===== config.mk =====
export PLATFORM = sky130hd
export DESIGN_NAME = json_string_escaper
export DESIGN_NICKNAME = d
export VERILOG_FILES = /design/src/sv/jse_pkg.sv /design/src/sv/jse_decode.sv /design/src/sv/jse_emit.sv /design/src/sv/json_string_escaper.sv
export VERILOG_INCLUDE_DIRS = /design/src /design/src/sv
export SDC_FILE = /design/constraint.sdc
export NUM_CORES = 1
export LEC_CHECK = 0
export BUFFER_PORTS_ARGS = -buffer_cell sky130_fd_sc_hd__buf_2
export CAP_MARGIN = 10
export CORE_MARGIN = 2
export CORE_UTILIZATION = 50
export CTS_BUF_LIST = sky130_fd_sc_hd__clkbuf_8
export DETAILED_ROUTE_END_ITERATION = 10
export GPL_ROUTABILITY_DRIVEN = 0
export PLACE_DENSITY = 0.74
export SETUP_SLACK_MARGIN = 0.02
export SLEW_MARGIN = 40
export SYNTH_ARGS = -nofsm -noshare
export SYNTH_HDL_FRONTEND = slang
export SYNTH_SLANG_ARGS = --single-unit

===== constraint.sdc =====
create_clock -name clk_i -period 15.7 [get_ports clk_i]
set_input_delay 1.57 -clock clk_i [delete_from_list [all_inputs] [get_ports clk_i]]
set_output_delay 1.57 -clock clk_i [all_outputs]
set_load 0.02 [all_outputs]

===== src/sv/assert_macros.svh =====
// Assertion macros used by the escaper top level.
// No dependencies; include by bare file name.
`ifndef ASSERT_MACROS_SVH
`define ASSERT_MACROS_SVH

// Plain property check under reset.
`define JSE_ASSERT(lbl, clk, rstn, prop) \
  lbl: assert property (@(posedge clk) disable iff (!(rstn)) (prop)) \
    else $error("%m: assertion failed");

// Implication check: antecedent implies consequent in the same cycle.
`define JSE_ASSERT_IMP(lbl, clk, rstn, ante, cons) \
  lbl: assert property (@(posedge clk) disable iff (!(rstn)) (ante) |-> (cons)) \
    else $error("%m: implication failed");

`endif


===== src/sv/jse_pkg.sv =====
// Types, constants and helper functions for the JSON string escaper.
// No dependencies.
package jse_pkg;

  localparam int unsigned CpW   = 21;
  localparam int unsigned UnitW = 16;
  localparam int unsigned CharW = 7;

  localparam logic [CpW-1:0] MaxCode  = 21'h10FFFF;
  localparam logic [CpW-1:0] SuppBase = 21'h010000;
  localparam logic [CpW-1:0] SurLo    = 21'h00D800;
  localparam logic [CpW-1:0] SurHi    = 21'h00DFFF;

  localparam logic [CpW-1:0] MIN_CODE [4] = '{21'h0, 21'h80, 21'h800, 21'h10000};

  localparam logic [CharW-1:0] ChBslash = 7'h5C;
  localparam logic [CharW-1:0] ChU      = 7'h75;
  localparam logic [CharW-1:0] ChNul    = 7'h00;

  // Decoded request handed to the emitter
  typedef struct packed {
    logic             is_err;
    logic             str_last;
    logic             two_units;
    logic [UnitW-1:0] u0;
    logic [UnitW-1:0] u1;
  } rec_t;

  // Second character of a two-character escape, zero if none
  function automatic logic [CharW-1:0] short_esc(input logic [UnitW-1:0] u);
    logic [CharW-1:0] r;
    case (u)
      16'h0022: r = 7'h22;
      16'h005C: r = 7'h5C;
      16'h0008: r = 7'h62;
      16'h000C: r = 7'h66;
      16'h000A: r = 7'h6E;
      16'h000D: r = 7'h72;
      16'h0009: r = 7'h74;
      default:  r = 7'h00;
    endcase
    return r;
  endfunction

  // Lowercase hex digit
  function automatic logic [CharW-1:0] hex_char(input logic [3:0] nib);
    logic [CharW-1:0] r;
    if (nib < 4'd10) r = 7'h30 + {3'b000, nib};
    else             r = 7'h57 + {3'b000, nib};
    return r;
  endfunction

endpackage


===== src/sv/jse_decode.sv =====
// UTF-8 decoder: state registers and per-byte decode into UTF-16 units.
// Depends on jse_pkg.
module jse_decode (
  input  logic          clk_i,
  input  logic          rst_ni,
  input  logic          fire_i,
  input  logic [7:0]    in_byte_i,
  input  logic          string_last_i,
  output logic          rec_valid_o,
  output jse_pkg::rec_t rec_o
);
  import jse_pkg::*;

  logic [CpW-1:0] acc_q, acc_d;
  logic [1:0]     pend_q, pend_d;
  logic [1:0]     seql_q, seql_d;
  logic           skip_q, skip_d;

  logic           err, done, ok_out;
  logic [CpW-1:0] cp, acc_shift, v;
  logic [7:0]     b;

  assign b         = in_byte_i;
  assign acc_shift = {acc_q[CpW-7:0], b[5:0]};
  assign v         = cp - SuppBase;

  // Next state and decode result
  always_comb begin
    acc_d   = acc_q;
    pend_d  = pend_q;
    seql_d  = seql_q;
    skip_d  = skip_q;
    err     = 1'b0;
    done    = 1'b0;
    cp      = '0;
    ok_out  = 1'b0;
    if (!skip_q) begin
      if (pend_q == 2'd0) begin
        if (!b[7]) begin
          cp     = {13'd0, b};
          seql_d = 2'd0;
          done   = 1'b1;
        end else if (b[7:5] == 3'b110) begin
          acc_d  = {16'd0, b[4:0]};
          pend_d = 2'd1;
          seql_d = 2'd1;
        end else if (b[7:4] == 4'b1110) begin
          acc_d  = {17'd0, b[3:0]};
          pend_d = 2'd2;
          seql_d = 2'd2;
        end else if (b[7:3] == 5'b11110) begin
          acc_d  = {18'd0, b[2:0]};
          pend_d = 2'd3;
          seql_d = 2'd3;
        end else begin
          err = 1'b1;
        end
      end else if (b[7:6] != 2'b10) begin
        err = 1'b1;
      end else begin
        acc_d  = acc_shift;
        pend_d = pend_q - 2'd1;
        if (pend_q == 2'd1) begin
          cp   = acc_shift;
          done = 1'b1;
        end
      end

      // Overlong, out of range and surrogate checks on completion; a string end mid-sequence is an error
      if (done) begin
        if (cp < MIN_CODE[seql_d] || cp > MaxCode || (cp >= SurLo && cp <= SurHi))
          err = 1'b1;
        else
          ok_out = 1'b1;
      end else if (!err && string_last_i) begin
        err = 1'b1;
      end

      if (err) begin
        acc_d  = '0;
        pend_d = 2'd0;
        seql_d = 2'd0;
        skip_d = ~string_last_i;
      end
    end
    if (string_last_i) begin
      acc_d  = '0;
      pend_d = 2'd0;
      seql_d = 2'd0;
      skip_d = 1'b0;
    end
  end

  // Request toward the emitter
  always_comb begin
    rec_o.is_err    = err;
    rec_o.str_last  = string_last_i;
    rec_o.two_units = ok_out && (cp >= SuppBase);
    if (cp >= SuppBase) begin
      rec_o.u0 = {6'b110110, v[19:10]};
      rec_o.u1 = {6'b110111, v[9:0]};
    end else begin
      rec_o.u0 = cp[UnitW-1:0];
      rec_o.u1 = '0;
    end
  end
  assign rec_valid_o = err | ok_out;

  always_ff @(posedge clk_i or negedge rst_ni) begin
    if (!rst_ni) begin
      acc_q  <= '0;
      pend_q <= 2'd0;
      seql_q <= 2'd0;
      skip_q <= 1'b0;
    end else if (fire_i) begin
      acc_q  <= acc_d;
      pend_q <= pend_d;
      seql_q <= seql_d;
      skip_q <= skip_d;
    end
  end

endmodule


===== src/sv/jse_emit.sv =====
// Holding slot and character emitter: one escaped character per cycle while out_ready_i is high.
// Depends on jse_pkg.
module jse_emit (
  input  logic          clk_i,
  input  logic          rst_ni,
  input  logic          push_i,
  input  jse_pkg::rec_t rec_i,
  output logic          ready_o,
  output logic          out_valid_o,
  input  logic          out_ready_i,
  output logic [6:0]    out_char_o,
  output logic          run_last_o,
  output logic          string_end_o,
  output logic          bad_utf8_o
);
  import jse_pkg::*;

  logic pslot_valid_q;
  rec_t pslot_q;
  logic em_valid_q;
  rec_t em_q;
  logic sel_q;
  logic [2:0] pos_q;

  logic [UnitW-1:0] unit;
  logic [CharW-1:0] esc, ch;
  logic             uesc, unit_end, rlast, em_done, em_free, slot_go;
  logic [2:0]       last_pos;

  // Character selection for the current unit and position
  assign unit = sel_q ? em_q.u1 : em_q.u0;
  assign esc  = short_esc(unit);
  assign uesc = (unit < 16'h0020) || (unit >= 16'h0080);

  always_comb begin
    if (esc != ChNul)   last_pos = 3'd1;
    else if (uesc)      last_pos = 3'd5;
    else                last_pos = 3'd0;
    ch = unit[CharW-1:0];
    if (esc != ChNul) begin
      ch = (pos_q == 3'd0) ? ChBslash : esc;
    end else if (uesc) begin
      case (pos_q)
        3'd0:    ch = ChBslash;
        3'd1:    ch = ChU;
        3'd2:    ch = hex_char(unit[15:12]);
        3'd3:    ch = hex_char(unit[11:8]);
        3'd4:    ch = hex_char(unit[7:4]);
        default: ch = hex_char(unit[3:0]);
      endcase
    end
    if (em_q.is_err) ch = ChNul;
  end

  assign unit_end = (pos_q == last_pos);
  assign rlast    = em_q.is_err || (unit_end && (sel_q || !em_q.two_units));

  assign out_valid_o  = em_valid_q;
  assign out_char_o   = ch;
  assign run_last_o   = rlast;
  assign string_end_o = rlast & em_q.str_last;
  assign bad_utf8_o   = em_q.is_err;

  assign em_done = em_valid_q & out_ready_i & rlast;
  assign em_free = ~em_valid_q | em_done;
  assign slot_go = pslot_valid_q & em_free;
  assign ready_o = ~pslot_valid_q | em_free;

  // Control
  always_ff @(posedge clk_i or negedge rst_ni) begin
    if (!rst_ni) begin
      pslot_valid_q <= 1'b0;
      em_valid_q    <= 1'b0;
      sel_q         <= 1'b0;
      pos_q         <= 3'd0;
    end else begin
      if (push_i)       pslot_valid_q <= 1'b1;
      else if (slot_go) pslot_valid_q <= 1'b0;
      if (em_free) begin
        em_valid_q <= pslot_valid_q;
        sel_q      <= 1'b0;
        pos_q      <= 3'd0;
      end else if (out_ready_i) begin
        if (unit_end) begin
          sel_q <= 1'b1;
          pos_q <= 3'd0;
        end else begin
          pos_q <= pos_q + 3'd1;
        end
      end
    end
  end

  // Payload
  always_ff @(posedge clk_i) begin
    if (push_i)  pslot_q <= rec_i;
    if (slot_go) em_q    <= pslot_q;
  end

endmodule


===== src/sv/json_string_escaper.sv =====
// Top level of the JSON string escaper: UTF-8 bytes in, escaped ASCII out.
// Depends on jse_pkg, jse_decode, jse_emit and assert_macros.svh.
//
//  channel | handshake               | payload
//  --------+-------------------------+------------------------------------------
//  in      | in_valid_i / in_ready_o | in_byte_i, string_last_i
//  out     | out_valid_o/out_ready_i | out_char_o, run_last_o, string_end_o,
//          |                         | bad_utf8_o
//
// One byte is taken per cycle while in_ready_o is high; the emitter sends each
// result character in turn, up to 12 characters for a surrogate pair.
// Lead bytes produce nothing unless they end the string; skipped bytes produce nothing.
// Reset clears decoder state and both request slots; no clearing pass.
// A held output stalls the input only once the holding slot is also full.
`include "assert_macros.svh"
module json_string_escaper (
  input  logic       clk_i,
  input  logic       rst_ni,
  input  logic       in_valid_i,
  output logic       in_ready_o,
  input  logic [7:0] in_byte_i,
  input  logic       string_last_i,
  output logic       out_valid_o,
  input  logic       out_ready_i,
  output logic [6:0] out_char_o,
  output logic       run_last_o,
  output logic       string_end_o,
  output logic       bad_utf8_o
);
  import jse_pkg::*;

  logic fire, rec_valid;
  rec_t rec;

  assign fire = in_valid_i & in_ready_o;

  // Decode bytes into UTF-16 units
  jse_decode u_decode (
    .clk_i         (clk_i),
    .rst_ni        (rst_ni),
    .fire_i        (fire),
    .in_byte_i     (in_byte_i),
    .string_last_i (string_last_i),
    .rec_valid_o   (rec_valid),
    .rec_o         (rec)
  );

  // Serialize escaped characters
  jse_emit u_emit (
    .clk_i        (clk_i),
    .rst_ni       (rst_ni),
    .push_i       (fire & rec_valid),
    .rec_i        (rec),
    .ready_o      (in_ready_o),
    .out_valid_o  (out_valid_o),
    .out_ready_i  (out_ready_i),
    .out_char_o   (out_char_o),
    .run_last_o   (run_last_o),
    .string_end_o (string_end_o),
    .bad_utf8_o   (bad_utf8_o)
  );

  // Checks
  `JSE_ASSERT_IMP(a_err_form, clk_i, rst_ni, out_valid_o && bad_utf8_o, run_last_o && out_char_o == 7'd0)
  `JSE_ASSERT_IMP(a_end_last, clk_i, rst_ni, out_valid_o && string_end_o, run_last_o)
  `JSE_ASSERT(a_stall_cause, clk_i, rst_ni, in_ready_o || out_valid_o)

endmodule

Yosys cells after proc, flatten, opt, wreduce, memory -nomap -nowiden. Cells that the tools add are included.

Add/sub/neg operators: 11. $mul: 0. Div/mod/pow operators: 0. Order comparisons: 12. Equality and inequality tests: 21. Shifts and indexed selects: 0. Mux-type cells: 81. Bitwise gates (word level): 13. Reductions and logical operators: 20.

Operators with widths (number): 21-bit 2-to-1 mux (7); 15-bit 2-to-1 mux (9); 16-bit by 4-bit equality test with 1-bit output, second input constant (5); 7-bit 2-to-1 mux (9); 7-bit one-hot mux with 7 select lines (1); 21-bit binary-select mux with 2-bit select (1); 2-bit 2-to-1 mux (18); 7-bit one-hot mux with 5 select lines (1); 6-bit by 4-bit adder with 7-bit output, first input constant (4); 7-bit by 4-bit adder with 7-bit output, first input constant (4); 1-bit 2-to-1 mux (28); 26-bit 2-to-1 mux (1); 21-bit by 16-bit greater-or-equal comparator with 1-bit output, second input constant (1); 21-bit by 17-bit greater-or-equal comparator with 1-bit output, second input constant (1); 21-bit > comparator, second input constant (1); 21-bit by 16-bit <= comparator with 1-bit output, second input constant (1); 21-bit < comparator (1); 20-bit by 17-bit subtractor with 20-bit output, second input constant (1); 16-bit by 6-bit equality test with 1-bit output, second input constant (1); 16-bit by 7-bit equality test with 1-bit output, second input constant (1); 16-bit by 8-bit greater-or-equal comparator with 1-bit output, second input constant (1); 16-bit by 6-bit < comparator with 1-bit output, second input constant (1); 4-bit < comparator, second input constant (4); 16-bit 2-to-1 mux (1); other kinds (28) (55).

Bits in registers: 96. Latch bits: 0. Bits in writable memories: 0. Memory bits (read-only): 0. Bits of input ports: 13. Memories kept: 0.

Longest topological paths before layout. Gate-level depths: netlist of run 1.

Word-level depth: 21. Depth in mapped cells: 16. Depth with buffers taken out: 12.

Modules after synthesis. Synthesis of run 1 repeated with hierarchy kept, for this count alone.

Cells, all modules: 520. Area total of the unflattened synthesis: 5714.2 µm².

Modules (own cells, without submodules): jse_emit (times used 1, cells an instance 298, area each 3794.9 µm²); jse_decode (times used 1, cells an instance 220, area each 1906.8 µm²); json_string_escaper (times used 1, cells an instance 2, area each 12.5 µm²).

Worst setup path after synthesis of run 1. OpenSTA, ideal clock, no wires.

Kind: register to output. Start point: register u_emit.sel_q. End point: output port string_end_o. Arrival: 3.752 ns. Data required time: 14.130 ns. Setup slack: 10.378 ns. Stages on the path, launching flop included: 13. Buffers on the path: 4. Path through: dfrtp_1 -> buf_2 -> buf_2 -> buf_1 -> mux2i_1 -> ha_1 -> nand2_1 -> or4_1 -> buf_2 -> or3_4 -> a311oi_4 -> a21o_1 -> and2_1.

Cells in the longest elaborated chain, start to end: 9.

Ends and longest elaborated chain: start: declaration (line jse_emit.sv:22) `logic sel_q;`; start signal: assignment (line jse_emit.sv:74) `sel_q <= 1'b0;`; start signal: assignment (line jse_emit.sv:81) `sel_q <= 1'b0;`; start signal: assignment (line jse_emit.sv:85) `sel_q <= 1'b1;`; 16-bit 2-to-1 mux (line jse_emit.sv:31) `assign unit = sel_q ? em_q.u1 : em_q.u0;`; 16-bit by 6-bit < comparator with 1-bit output (tied with other cells) (line jse_emit.sv:33) `assign uesc = (unit < 16'h0020) || (unit >= 16'h0080);`; 1-bit logical OR or 7-bit one-hot mux with 7 select lines (tied branches) (line jse_emit.sv:33, jse_pkg.sv:32); 3-bit 2-to-1 mux or 7-bit nonzero test (tied branches) (line jse_emit.sv:37, jse_emit.sv:36); 3-bit 2-to-1 mux (line jse_emit.sv:36) `if (esc != ChNul) last_pos = 3'd1;`; 3-bit equality test (line jse_emit.sv:55) `assign unit_end = (pos_q == last_pos);`; 1-bit logical AND (*) (line jse_emit.sv:56) `assign rlast = em_q.is_err || (unit_end && (sel_q || !em_q.two_units));`; 1-bit logical OR (*) (line jse_emit.sv:56); net run_last_o (line json_string_escaper.sv:26) `output logic run_last_o,`; 1-bit AND (*) (line jse_emit.sv:61) `assign string_end_o = rlast & em_q.str_last;`; end: declaration (line json_string_escaper.sv:27) `output logic string_end_o,`.

Mark *: on every way through the listed nets, which the timed path passes. The rest lies on a longest branch.

Final worst setup path of run 1.
Start point: register u_emit.sel_q. End point: output port in_ready_o.

Cells in the longest elaborated chain, start to end: 11.

Ends and longest elaborated chain: 16-bit 2-to-1 mux (line jse_emit.sv:31); 16-bit by 6-bit < comparator with 1-bit output (tied with other cells) (line jse_emit.sv:33); 1-bit logical OR or 7-bit one-hot mux with 7 select lines (tied branches) (line jse_emit.sv:33, jse_pkg.sv:32); 3-bit 2-to-1 mux or 7-bit nonzero test (tied branches) (line jse_emit.sv:37, jse_emit.sv:36); 3-bit 2-to-1 mux (line jse_emit.sv:36); 3-bit equality test (line jse_emit.sv:55); 1-bit logical AND (*) (line jse_emit.sv:56); 1-bit logical OR (*) (line jse_emit.sv:56); 1-bit AND (*) (line jse_emit.sv:64) `assign em_done = em_valid_q & out_ready_i & rlast;`; 1-bit bitwise OR (*) (line jse_emit.sv:65) `assign em_free = ~em_valid_q | em_done;`; 1-bit bitwise OR (*) (line jse_emit.sv:67) `assign ready_o = ~pslot_valid_q | em_free;`; end: declaration (line json_string_escaper.sv:20) `output logic in_ready_o,`.

Mark *: on every way between the ends. The rest lies on a longest branch, timed or not.

==> out/metrics.yaml, run 1 <==
holdBufCountCts: 0
ys_types: 70
tns_ns: 0
synthCells: 489
die_w_um: 104.5
ir_drop_v: 0.00007060
worstPathRequired_ns: 14.13
antenna_found_initial: 0
grt_max_degree: 33
initial_core_util_pct: 51.63
clk_path_buf_depth: 2
synth_top_area_share_pct: 35.71
slowest_delay_ns: 0.80
ant_nets: 0
max_freq_ghz: 0.1750
dp.final_hpwl_mm: 8.132
cts.htree.levels: 3
outcome: "complete, no violations"
cts_resized: 0
arrival_ns: 4.14
avgSynthCellArea_um2: 10.32
synth_area_leaders: "edfxtp_1 36%, dfrtp_1 13%, ha_1 5.2%, nand2_1 3.6%, a22o_1 3.1%"
slew_viol_final: 0
worst_r2r_path_depth: 9
path_depth: 9
grt_pass1_vias: 3785
firstDrtPassIters: 5
cpLargestDelayFamily: "simple AND/OR/NAND/NOR gates"
synth_seq_cells: 86
clockRootBuffer: "clkbuf_8"
die_y_um: 104.5
finalCritPeriodShare_pct: 36.39
cts_sinks: 86
async_reset_ff_share_pct: 30.23
grt_first_pass_wirelength_mm: 18.60
synth.most_common_cell: "edfxtp_1"
crit_buf_inv: 2
netlist_top_cells_count: "60 x edfxtp_1, 48 x nand2_1, 33 x nor2_1"
nets: 541
grt_overflow: 0
power.total_w: 0.0008319
crit_fanout: 32
final.fill_count: 871
hold_path.class: "reg -> reg"
yosysTopAreaCell: "edfxtp_1"
syn_nets: 523
clk_latency_ns: 0.34
synthToLayoutAreaGrowth_pct: 8.554
end_kind: "primary output"
grt_setup_unrepaired: "false"
grt.total_usage_pct: 21.10
numCtsBuffers: 9
cp-start-kind: "flip-flop"
utilization_pct: 56.04
drive_above_1_share_pct: 12.70
cp_slowest_cell: "or4_1"
num_vias: 3951
place_ws_ns: 10.41
ys.warnings.count: 0
clk_pin_slew_ns: 0.09
max-cap-violations: 0
min_period_ns: 5.713
die_area_mm2: 0.01091
port_buffers: 24
relSlewSlack_pct: 54.77
via_per_inst: 6.126
core_mm2: 0.009774
row_count: 36
drc: 0
cts_setup_buffers: 0
first_iter_violations: 252
io_pins: 25
yosysSeqAreaShare_pct: 48.60
hold_depth: 0
synth_flop_cell: "edfxtp_1"
wl_per_cell_um: 17.13
syn_area_mm2: 0.005046
crit_type: "reg -> out"
leakage_nw: 2.161
worst_pin_slew_ns: 0.6723
wirelength_mm: 11.05
cts_tree: "yes"
setup_ws_ns: 9.987
diodes: 0
power_density_mw_per_mm2: 151.9
finalHoldViolCount: 0
crit_chain: "mux2i_1 > ha_1 > nand2_1 > or4_1 > or3_4 > a311oi_4 > a31oi_4 > clkinv_4 > buf_2"
setup_viol_count_final: 0
skew_ns: 0.01080
synth-edff-count: 60
-- final cells by class --
cell class                 instances  area (um^2)  area share (%)
clock buffer                       9        123.9           2.261
clock inverter                     7        75.07           1.370
inverter                          20        80.08           1.462
multi-input combinational        362         2429           44.34
sequential                        86         2454           44.79
tap                              133        166.4           3.038
timing repair buffer              28        150.1           2.741
-- routing by layer --
metal	global-route usage, %	vias to the layer above	wire length [um]
met1	26.71	1890	4745
met2	35.20	143	5416
met5	0	-	0
met4	8.398	0	368
li1	-	1880	-
met3	4.574	38	520
-- sequential cells by signal, indices dropped and copies added, names as in the netlist --
signal,flops
u_emit.pslot_q,30
u_emit.em_q,29
u_decode.acc_q,15
u_emit.pos_q,3
u_decode.pend_q,2
u_decode.seql_q,2
u_decode.skip_q,1
u_emit.bad_utf8_o,1
u_emit.out_valid_o,1
u_emit.pslot_valid_q,1
u_emit.sel_q,1
-- per-stage QoR --
| step | area, um^2 | instances | hold WS [ns] |
|---|---|---|---|
| final | 5478 | 645 | 0.4250 |
| after global placement | 5278 | 629 | 0.4041 |
| after CTS | 5478 | 645 | 0.4256 |
| after detailed placement | 5279 | 629 | 0.4045 |
| after floorplan | 5046 | 489 | 0.4003 |
| after global routing | 5478 | 645 | 0.4355 |
-- cell families (layout without fill, tap and decap cells) --
group / after synthesis / in the layout / synth area share, %
xor gates and xnor gates: 5 / 5 / 0.8678
and+or+nand+nor: 183 / 183 / 19.42
DFF: 86 / 86 / 48.60
AOI/OAI and AO/OA: 137 / 137 / 19.22
muxes: 16 / 16 / 3.323
buffers and inverters: 41 / 64 / 3.372
adders and majority gates: 21 / 21 / 5.207
-- report_power, final --
| group | leakage [nW] | internal, W | switching (W) |
|---|---|---|---|
| logic | 1.15 | 0.000112 | 0.000203 |
| registers | 0.916 | 0.000315 | 0.0000500 |
| clock network | 0.0908 | 0.0000740 | 0.0000792 |
-- path summary, 6_finish.rpt --
path                                                  from                             to  slack [ns]
max reg2reg                       u_emit.sel_q$_DFFE_PN0P_   u_emit.pslot_q[20]$_DFFE_PP_       11.36
min reg2reg                u_emit.pslot_q[7]$_SDFFCE_PP0P_       u_emit.em_q[7]$_DFFE_PP_        0.42
max in group asynchronous                           rst_ni       u_emit.sel_q$_DFFE_PN0P_       14.04
min                        u_emit.pslot_q[7]$_SDFFCE_PP0P_       u_emit.em_q[7]$_DFFE_PP_        0.42
max                               u_emit.sel_q$_DFFE_PN0P_                     in_ready_o        9.99
min in group asynchronous                           rst_ni  u_decode.acc_q[8]$_DFFE_PN0P_        1.22
-- cell usage in the layout (no fill, tap or decap), types with 12 or more instances in the layout --
master	Yosys	final
nand3_1	16	16
edfxtp_1	60	60
and3_1	12	12
a22o_1	18	18
o21ai_0	24	24
inv_1	19	20
nor2_1	33	32
mux2i_1	12	12
a21oi_1	27	27
buf_2	3	24
ha_1	21	21
nand2_1	48	48
dfrtp_1	26	25
(Power assumes the default switching activity.)
==> inputs of run 2 (changes only) <==
clock period = 5.7 ns   (was 15.7 ns; I/O delays follow)
==> out/metrics.yaml, run 2 (synthesis gave the netlist of run 1 again) <==
ir_drop_v: 0.0002236
synthToLayoutAreaGrowth_pct: 8.282
busiest_layer: "met2"
cts_tree: "yes"
cts_setup_buffers: 0
clk_path_buf_depth: 2
clk_latency_ns: 0.36
die_y_um: 104.5
core_mm2: 0.009774
grt_setup_unrepaired: "false"
drive_above_1_share_pct: 13.09
first_iter_violations: 255
dp.final_hpwl_mm: 8.159
die_area_mm2: 0.01091
holdBufCountCts: 0
layout_common_cells: "60 x edfxtp_1, 48 x nand2_1, 32 x nor2_1"
setup_viol_count_final: 0
min_period_ns: 4.734
grt_first_pass_wirelength_mm: 18.51
worstPathRequired_ns: 5.13
leakage_nw: 2.166
crit_type: "reg -> out"
met2_usage_pct: 33.85
tns_ns: 0
die_w_um: 104.5
numCtsBuffers: 9
firstDrtPassIters: 6
end_kind: "primary output"
cp_slowest_cell: "dfrtp_2"
max_flop_register: "u_emit.pslot_q"
max_freq_ghz: 0.2112
max-cap-violations: 0
clk_pin_slew_ns: 0.09
worst_pin_slew_ns: 0.7358
final_common_cell: "edfxtp_1"
port_buffers: 24
r2r_start: "u_emit.sel_q$_DFFE_PN0P_"
grt_overflow: 0
clockRootBuffer: "clkbuf_8"
crit_path_frequent_cell: "mux2i_1"
crit_fanout: 32
diodes: 0
via_per_inst: 6.189
crit_buf_inv: 3
grt.met1_usage_pct: 26.66
grtUsageMet3_pct: 3.383
io_pins: 25
drc: 0
grt_max_degree: 33
cts_sinks: 86
cts_resized: 0
nets: 541
grt.total_usage_pct: 20.90
reg_top3: "u_emit.pslot_q (30), u_emit.em_q (29), u_decode.acc_q (15)"
skew_ns: 0.01195
finalCritPeriodShare_pct: 83.06
ant_nets: 0
slew_viol_final: 0
power_density_mw_per_mm2: 413.4
num_vias: 3992
largest_reg_flops: 30
cpLargestDelayFamily: "simple AND/OR/NAND/NOR gates"
crit_chain: "mux2i_1 > inv_1 > ha_1 > nand2_1 > mux2i_1 > and3_1 > nor4_4 > a311oi_4 > a31oi_4 > clkinv_4 > buf_2"
wl_per_cell_um: 16.97
power.total_w: 0.002259
antenna_found_initial: 0
arrival_ns: 4.16
r2r_end: "u_emit.pslot_q[27]$_SDFFCE_PN1P_"
row_count: 36
slowest_delay_ns: 0.76
relSlewSlack_pct: 49.54
cp-start-kind: "flip-flop"
finalHoldViolCount: 0
worst-r2r-setup-slack_ns: 1.40
worst_r2r_path_depth: 9
cts.htree.levels: 3
initial_core_util_pct: 51.63
grt_pass1_vias: 3784
wirelength_mm: 10.94
hold_ws_ns: 0.2122
outcome: "complete, no violations"
hold_path.class: "in -> async"
## run 2: cell types whose count changed in the layout (fill, tap and decap cells not counted), sizes merged
| cell | before | now |
|---|---|---|
| clkinvlp | 4 | 0 |
| clkinv | 1 | 6 |
| bufinv | 1 | 0 |
## run 2: metal layers
metal / vias to the layer above / wire, um / part of all wire (%)
met2: 177 / 5294 / 48
met1: 1881 / 4514 / 41
met5: - / 0 / 0
met3: 43 / 706 / 6.5
li1: 1891 / - / -
met4: 0 / 429 / 3.9
## run 2: how the worst max path moves through the flow
stage / start / to / depth (start not counted)
finish: u_emit.sel_q$_DFFE_PN0P_ / in_ready_o / 11
CTS: u_emit.sel_q$_DFFE_PN0P_ / in_ready_o / 9
floorplan: u_emit.sel_q$_DFFE_PN0P_ / u_emit.bad_utf8_o$_DFFE_PP_ / 12
detailed placement: u_emit.sel_q$_DFFE_PN0P_ / u_emit.pslot_q[30]$_SDFFCE_PN1P_ / 9
global route: u_emit.sel_q$_DFFE_PN0P_ / in_ready_o / 11
global placement: u_emit.sel_q$_DFFE_PN0P_ / in_ready_o / 11
## run 2: final cells by class
type | count | area, um^2
tap | 133 | 166.4
clock inverter | 7 | 57.56
clock buffer | 9 | 123.9
fill | 845 | 4310
inverter | 20 | 80.08
multi-input combinational | 362 | 2432
timing repair buffer | 28 | 150.1
sequential | 86 | 2454
## run 2: per-stage QoR
stage	area, um^2	instances	setup slack [ns]	util, %
floorplan	5046	489	0.5231	-
global placement	5278	629	1.189	53.99
detailed placement	5279	629	1.445	54.01
CTS	5460	645	1.022	55.86
global route	5464	645	0.6419	55.90
finish	5464	645	0.9658	55.90
## run 2: power breakdown
group          switching (W)  internal (W)  total, W
Combinational       0.000563      0.000307  0.000870
Clock               0.000224      0.000163  0.000387
Sequential          0.000135      0.000867   0.00100
Total               0.000922       0.00134   0.00226
==> inputs of run 3 (changes only) <==
PLACE_DENSITY = 0.77   (was 0.74)
clock period = 4 ns   (was 5.7 ns; I/O delays follow)
==> out/metrics.yaml, run 3 (synthesis gave the netlist of run 1 again) <==
first_iter_violations: 279
r2r_start: "u_emit.sel_q$_DFFE_PN0P_"
setup_viol_count_final: 0
top_layer: "met4"
crit_fanout: 6
wl_per_cell_um: 16.84
max_flop_register: "u_emit.pslot_q"
cts_sinks: 86
drive_above_1_share_pct: 17.70
drc: 0
dr_wl_met2_mm: 5.466
end_kind: "primary output"
die_w_um: 104.5
slew_viol_final: 0
crit_type: "reg -> out"
cp-startpoint: "u_emit.sel_q$_DFFE_PN0P_"
utilization_pct: 58.92
firstDrtPassIters: 5
initial_core_util_pct: 51.63
worst_pin_slew_ns: 0.6133
cp-start-kind: "flip-flop"
clk_path_buf_depth: 2
diodes: 0
cts_tree: "yes"
grt_overflow: 0
die_y_um: 104.5
reg_top3: "u_emit.pslot_q (30), u_emit.em_q (29), u_decode.acc_q (15)"
num_vias: 4038
finalHoldViolCount: 0
port_buffers: 24
relSlewSlack_pct: 59.11
power_density_mw_per_mm2: 584.7
holdBufCountCts: 0
largest_reg_flops: 30
arrival_ns: 3.47
final.fill_count: 821
synthToLayoutAreaGrowth_pct: 14.13
wirelength_mm: 11.18
clk_pin_slew_ns: 0.09
grt_pass1_vias: 3883
dp.final_hpwl_mm: 8.239
crit_chain: "clkbuf_4 > mux2_2 > inv_1 > ha_1 > o21ai_1 > a211oi_2 > buf_4 > a31o_2 > or3_4 > a21oi_2 > a41oi_1 > a21oi_1 > buf_2"
worstPathRequired_ns: 3.60
grt.total_usage_pct: 21.11
io_pins: 25
layout_common_cells: "60 x edfxtp_1, 48 x nand2_1, 32 x nor2_1"
finalCritPeriodShare_pct: 96.81
hold_path.class: "in -> async"
core_mm2: 0.009774
final_common_cell: "edfxtp_1"
place_ws_ns: 0.1591
clockRootBuffer: "clkbuf_8"
wl_met1_mm: 4.531
ir_drop_v: 0.0003137
cp_slowest_cell: "dfrtp_4"
grt_max_degree: 34
slowest_delay_ns: 0.54
die_area_mm2: 0.01091
nets: 560
max_freq_ghz: 0.2582
setup_ws_ns: 0.1276
wl_met3_um: 716
via_per_inst: 6.081
outcome: "complete, no violations"
row_count: 36
clk_latency_ns: 0.36
max-cap-violations: 0
grt_first_pass_wirelength_mm: 18.61
numCtsBuffers: 9
ant_nets: 0
antenna_found_initial: 0
min_period_ns: 3.872
cts.htree.levels: 3
leakage_nw: 2.289
skew_ns: 0.01517
## run 3: cell count changes in the layout (fill, tap and decap cells not counted), sizes merged
| cell | delta |
|---|---|
| buf | +18 |
| bufinv | +1 |
| clkbuf | +1 |
| clkinv | -4 |
| clkinvlp | +2 |
| inv | +1 |
## run 3: layout make-up
class	count	area, um^2	share of cell area [%]
multi-input combinational	362	2527	43.88
sequential	86	2456	42.65
timing repair buffer	47	330.3	5.735
tap	133	166.4	2.889
clock buffer	9	123.9	2.151
inverter	20	80.08	1.390
clock inverter	7	75.07	1.303
## run 3: what timing repair did
action / in CTS / in global routing
endpoints found under the setup margin: 4 / 11
gates resized for setup: 1 / 12
pin swaps: 1 / 3
setup buffers: 1 / 9
## run 3: per-layer routing
layer / up-vias / global-route usage (%)
met4: 0 / 10.91
met3: 44 / 3.759
met2: 184 / 35.76
met1: 1889 / 25.71
met5: - / 0
li1: 1921 / -
## run 3: stage by stage
step | power [W] | hold slack (ns) | cell area (um^2) | std cells | setup TNS (ns)
final | 0.003368 | 0.04563 | 5759 | 664 | 0
after global placement | 0.002688 | 0.4031 | 5415 | 638 | 0
after floorplan | 0.002332 | 0.1044 | 5109 | 489 | 0
after CTS | 0.003342 | 0.05626 | 5623 | 655 | 0
after global routing | 0.003566 | 0.09086 | 5759 | 664 | -0.005711
after detailed placement | 0.002727 | 0.4045 | 5415 | 638 | 0
## run 3: final timing paths
check | depth (start not counted) | slack (ns) | end
setup / recovery | 13 | 0.13 | out_char_o[5]
hold / removal | 1 | 0.05 | u_decode.acc_q[2]$_DFFE_PN0P_
setup reg to reg | 15 | 0.30 | u_decode.acc_q[9]$_DFFE_PN0P_
min in group clk_i | 2 | 0.28 | u_decode.skip_q$_DFFE_PN0P_
hold reg to reg | 0 | 0.41 | u_emit.em_q[26]$_DFFE_PP_
max in group asynchronous | 1 | 3.49 | u_emit.sel_q$_DFFE_PN0P_
## run 3: where the power goes
group | internal, W | switching (W) | total [W]
Combinational | 0.000500 | 0.000822 | 0.00132
Clock | 0.000292 | 0.000320 | 0.000611
Sequential | 0.00123 | 0.000200 | 0.00143
## run 3: critical path: cells and delay by family, from the launching register on
kind | cells | cell delay [ns]
AO/OA/AOI/OAI | 6 | 0.97
buffers and inverters | 4 | 0.64
flip-flops | 1 | 0.54
AND/OR/NAND/NOR | 1 | 0.43
multiplexers | 1 | 0.29
adder cells (fa/ha/maj) | 1 | 0.25
